==> config.mk <==
export PLATFORM = sky130hd
export DESIGN_NAME = rv64ie_ram
export DESIGN_NICKNAME = d
export VERILOG_FILES = /design/src/rtl/assert_macros.svh /design/src/rtl/rv64ie_ram.sv
export SDC_FILE = /design/constraint.sdc
export NUM_CORES = 2
export LEC_CHECK = 0
export BUFFER_PORTS_ARGS = -buffer_cell sky130_fd_sc_hd__clkbuf_2
export CORE_MARGIN = 3
export CORE_UTILIZATION = 62
export CTS_CLUSTER_DIAMETER = 50
export DETAILED_ROUTE_END_ITERATION = 10
export GPL_ROUTABILITY_DRIVEN = 1
export GPL_TIMING_DRIVEN = 1
export HOLD_SLACK_MARGIN = 0.02
export PLACE_DENSITY = 0.77
export REMOVE_ABC_BUFFERS = 1
export SLEW_MARGIN = 20
export SYNTH_ARGS = -nofsm -noshare
export SYNTH_HDL_FRONTEND = slang
export SYNTH_SLANG_ARGS = --single-unit
==> constraint.sdc <==
create_clock -name i_clk -period 4.6 [get_ports i_clk]
set_input_delay 0.23 -clock i_clk [delete_from_list [all_inputs] [get_ports i_clk]]
set_output_delay 0.23 -clock i_clk [all_outputs]
set_load 0.03 [all_outputs]
==> src/rtl/assert_macros.svh <==
// ============================================================================
// Assertion macros
// Shared concurrent assertion forms, clocked on i_clk and disabled in reset.
// ============================================================================
`ifndef ASSERT_MACROS_SVH
`define ASSERT_MACROS_SVH

`ifndef SYNTHESIS

// Property must hold at every clock edge outside reset.
`define RV_ASSERT(name, prop) \
    name: assert property (@(posedge i_clk) disable iff (!i_rst_n) prop) \
        else $error("assertion failed");

// Condition must never be true outside reset.
`define RV_NEVER(name, cond) \
    `RV_ASSERT(name, !(cond))

`else

`define RV_ASSERT(name, prop)
`define RV_NEVER(name, cond)

`endif

`endif

==> src/rtl/rv64ie_ram.sv <==
// ============================================================================
// rv64ie_ram
// Generic single-write, single-read synchronous RAM with registered read.
// ============================================================================
module rv64ie_ram #(
    parameter int WIDTH = 64,
    parameter int DEPTH = 32
) (
    input  logic                     i_clk,
    input  logic                     i_we,
    input  logic [$clog2(DEPTH)-1:0] i_waddr,
    input  logic [WIDTH-1:0]         i_wdata,
    input  logic                     i_re,
    input  logic [$clog2(DEPTH)-1:0] i_raddr,
    output logic [WIDTH-1:0]         o_rdata
);

    logic [WIDTH-1:0] r_mem [DEPTH];
    logic [WIDTH-1:0] r_rdata;

    always_ff @(posedge i_clk) begin
        if (i_we) begin
            r_mem[i_waddr] <= i_wdata;
        end
        if (i_re) begin
            r_rdata <= r_mem[i_raddr];
        end
    end

    assign o_rdata = r_rdata;

endmodule

# After elaboration in Yosys (flattened, before gate mapping)
# Memories as Yosys holds them, arrays and structs flattened. A register that Yosys moved wholly into a read port is not among the register bits.
# Index checks and enable logic that the tools add are counted.
# W data, S select, Z words.
word_totals:
  wordCells: 3
  mem_bits_rw: 2048
  input_bits: 77
  register_bits: 0
  memories: 1
memory_table:
  columns: ["memory", "depth", "word_bits", "rd", "rd_clocked_by_memory_dff", "wr", "line_no", "text"]
  rows:
  - ["r_mem", 32, 64, 1, 1, 1, "rv64ie_ram.sv:18", "logic [WIDTH-1:0] r_mem [DEPTH];"]
op_classes:
  mux: 2
ops:
  columns: ["cell", "n"]
  rows:
  - ["$mux W1", 2]

# Depth between registers and ports, before layout
depth:
  word_depth: 2
  ltp_mapped: 9

# Least setup slack after synthesis
# OpenSTA, ideal clock, no wires.
synth_timing:
  path_type: "input to register"
  from: "in i_waddr[1]"
  to: "mem r_mem[12][0], enable pin"
  path_stages: 3
  t_required_ns: 4.114
  n_path_buf: 1
  slack_ns: 0.548
  arrival_time_ns: 3.566
  setup_ns: 0.486
  path_cell_list: "or3b_2 -> clkbuf_1 -> nor2_1"
synth_rtl:
  columns: ["item", "line_no", "text"]
  rows:
  - ["start, declared", "rv64ie_ram.sv:11", "input logic [$clog2(DEPTH)-1:0] i_waddr,"]
  - ["end, declared", "rv64ie_ram.sv:18", null]
# Straight into the memory's write port.

# Worst setup path after layout
layout_timing:
  from: "in i_waddr[0]"
  to: "mem r_mem[10][21], enable pin"
# Straight into the memory's write port.

==> results.md <==
* TritonRoute pass-1 iters at 5
* Tcrit/Tclk final at 0.493
* Detailed router's first-iteration violation count at 6,482
* Synth warnings at 0
* Register area share after synthesis at 0.797
* Worst skew pair latency at 820 ps
* Clk sinks at 2,112
* Area leader, netlist: edfxtp_1
* Hpwl dp at 92.8 mm
* Setup repair after global routing missed its margin: false
* Clock transition at path regs at 60 ps
* Worst vdd ir at 0.427 mV
* GRT overflow at 0
* Routed vias at 39,041
* Slack of the critical path at 2330 ps
* Crit path DAT at 2750 ps
* Pwr/cell area at 448 nW/um^2
* Syn Inst Count at 3,097
* Ports at 141
* Final Hold Viols at 0
* Port Buf Inserts at 140
* First-pass GRT wire length at 302 mm
* Final setup fails at 0
* Flops & latches, synth at 2,112
* Mapped Area at 79,600 sq um
* Fmax at 0.441 GHz
* Core ar. at 127,000 sq um
* Placed insts at 4,839
* Commonest non-fill, non-tap cell in the layout: edfxtp_1
* GRT Resource Usage Total at 0.332
* Top cell type's share of synthesized area at 0.797
* Largest net degree at the start of global routing at 83
* Ys flop type: edfxtp_1
* Worst hold path class: in2reg
* Die width at 364 um
* Layout Utilization at 0.716
* Die ar. at 133,000 sq um
* Vias per cell at 7.42
* # DRC at 0
* Slew HR at 0.200
* CP Max Fanout at 17
* Top cells by area, synth: edfxtp_1 (80%), mux4_2 (17%), mux2_2 (1.0%), mux2i_1 (0.48%), buf_2 (0.41%)
* Max clock buf depth at 3
* CTS tree: built
* Clock buffer count from CTS at 197
* Critical setup path kind: in2reg
* Crit path required time at 5080 ps
* CP endpoint kind: flip-flop
* Post-synth ARST share at 0
* Starting Density at 0.629
* Avg Cell Area, Syn at 25.7 sq um
* Max Cap Viol at 0
* Leak at 28.4 nW
* Ratio of cells with drive above 1 in the final layout at 0.347
* Critical Path Source Type: input port
* Post-Layout Cell Count at 5,265
* Initial antenna violation count at 9
* CTS root buf: clkbuf_16
* Routed wire length at 215 mm
* Fin crit period at 2270 ps
* Fin. max-slew vios at 0
* H-tree depth at 4
* Outcome: completed
* Vias in the first global route at 39,624
* Routability cong. at 0.756
* Post-DRT Antenna Nets at 0
* DR WL/cell at 40.8 um
* Skew final at 26.6 ps
* Number of nets in the layout at 3,527
* Commonest non-fill, non-tap cells in the layout: edfxtp_1 (2,112), mux4_2 (602), clkbuf_16 (204), clkbuf_2 (134), mux2_2 (74)
* Resized cells post-CTS at 0
* Distinct cell type count after synthesis at 30
* Final TNS setup at 0 ps
* EDFF count, synth at 2,112
* Worst slew pin tran at 1200 ps
* Total power draw at 40.6 mW
* Row cnt at 130
* Pre-CTS setup slack at 1540 ps
* Layout area overhead at 13.8%
* Die height at 364 um
-- power breakdown --
| group | internal (mW) | switching [mW] | total [mW] |
|---|---|---|---|
| registers | 21.5 | 0.122 | 21.6 |
| clock network | 9.81 | 7.13 | 16.9 |
| logic | 0.836 | 1.18 | 2.02 |
| total | 32.1 | 8.43 | 40.6 |
-- worst paths after layout --
path                      start  cells after the start             to  slack (ps)
hold reg to reg    r_mem[9][13]                      4    o_rdata[13]         940
hold / removal      i_wdata[47]                      1  r_mem[16][47]          40
setup reg to reg  r_mem[21][62]                      3    o_rdata[62]        2550
setup / recovery     i_waddr[0]                      4  r_mem[10][21]        2330
-- through the flow --
| step | instance area [sq um] | hold slack, ps |
|---|---|---|
| after floorplan | 78900 | 329 |
| after global routing | 90600 | 86.0 |
| after detailed placement | 83200 | 724 |
| final | 90600 | 35.8 |
| after global placement | 83200 | 730 |
| after CTS | 90500 | 20.2 |
-- synthesized netlist by cell type, types with 4 or more instances --
master and number:
clkbuf_1 55, o22ai_1 10, o21ai_0 9, mux4_2 602
buf_1 19, nor2b_1 4, nand3b_1 5, a221oi_1 12
buf_4 14, edfxtp_1 2112, mux2_2 74, nor2_1 41
mux2i_1 38, buf_2 65
-- critical path, stage by stage --
cell and delay (ps):
clkbuf_2 110, nand3b_1 740, nor2_4 1210, buf_4 440
-- routing by layer --
metal  track usage  share of wire  up-vias
li1              -              -    14268
met1         0.454           0.34    20618
met2         0.527           0.50     3558
met3        0.0819           0.12      591
met4         0.133          0.040        6
met5             0        0.00019        -
-- registers in the layout, indices dropped and copies added, names as in the netlist --
register	cells
o_rdata	64
r_mem	2048
-- logic make-up after synthesis --
| kind of cell | count (synthesis) | synth area share |
|---|---|---|
| DFF | 2112 | 0.797 |
| buffers and inverters | 157 | 0.00937 |
| muxes | 714 | 0.186 |
| AOI/OAI and AO/OA | 50 | 0.00462 |
| and+or+nand+nor | 64 | 0.00376 |
-- final cells by class --
type / instances / area, sq um
Fill cell: 6573 / 36000
Timing Repair Buffer: 310 / 2730
Tap cell: 1650 / 2060
Inverter: 1 / 3.75
Antenna cell: 6 / 15.0
Clock buffer: 226 / 5190
Multi-Input combinational cell: 828 / 15700
Sequential cell: 2112 / 63400
Clock inverter: 132 / 1470
-- timing repair --
action,CTS,global route
hold buffers,60,0
setup buffers,0,0
hold endpoints to repair,1678,0
No activity file was read; power rests on OpenSTA's default activity.
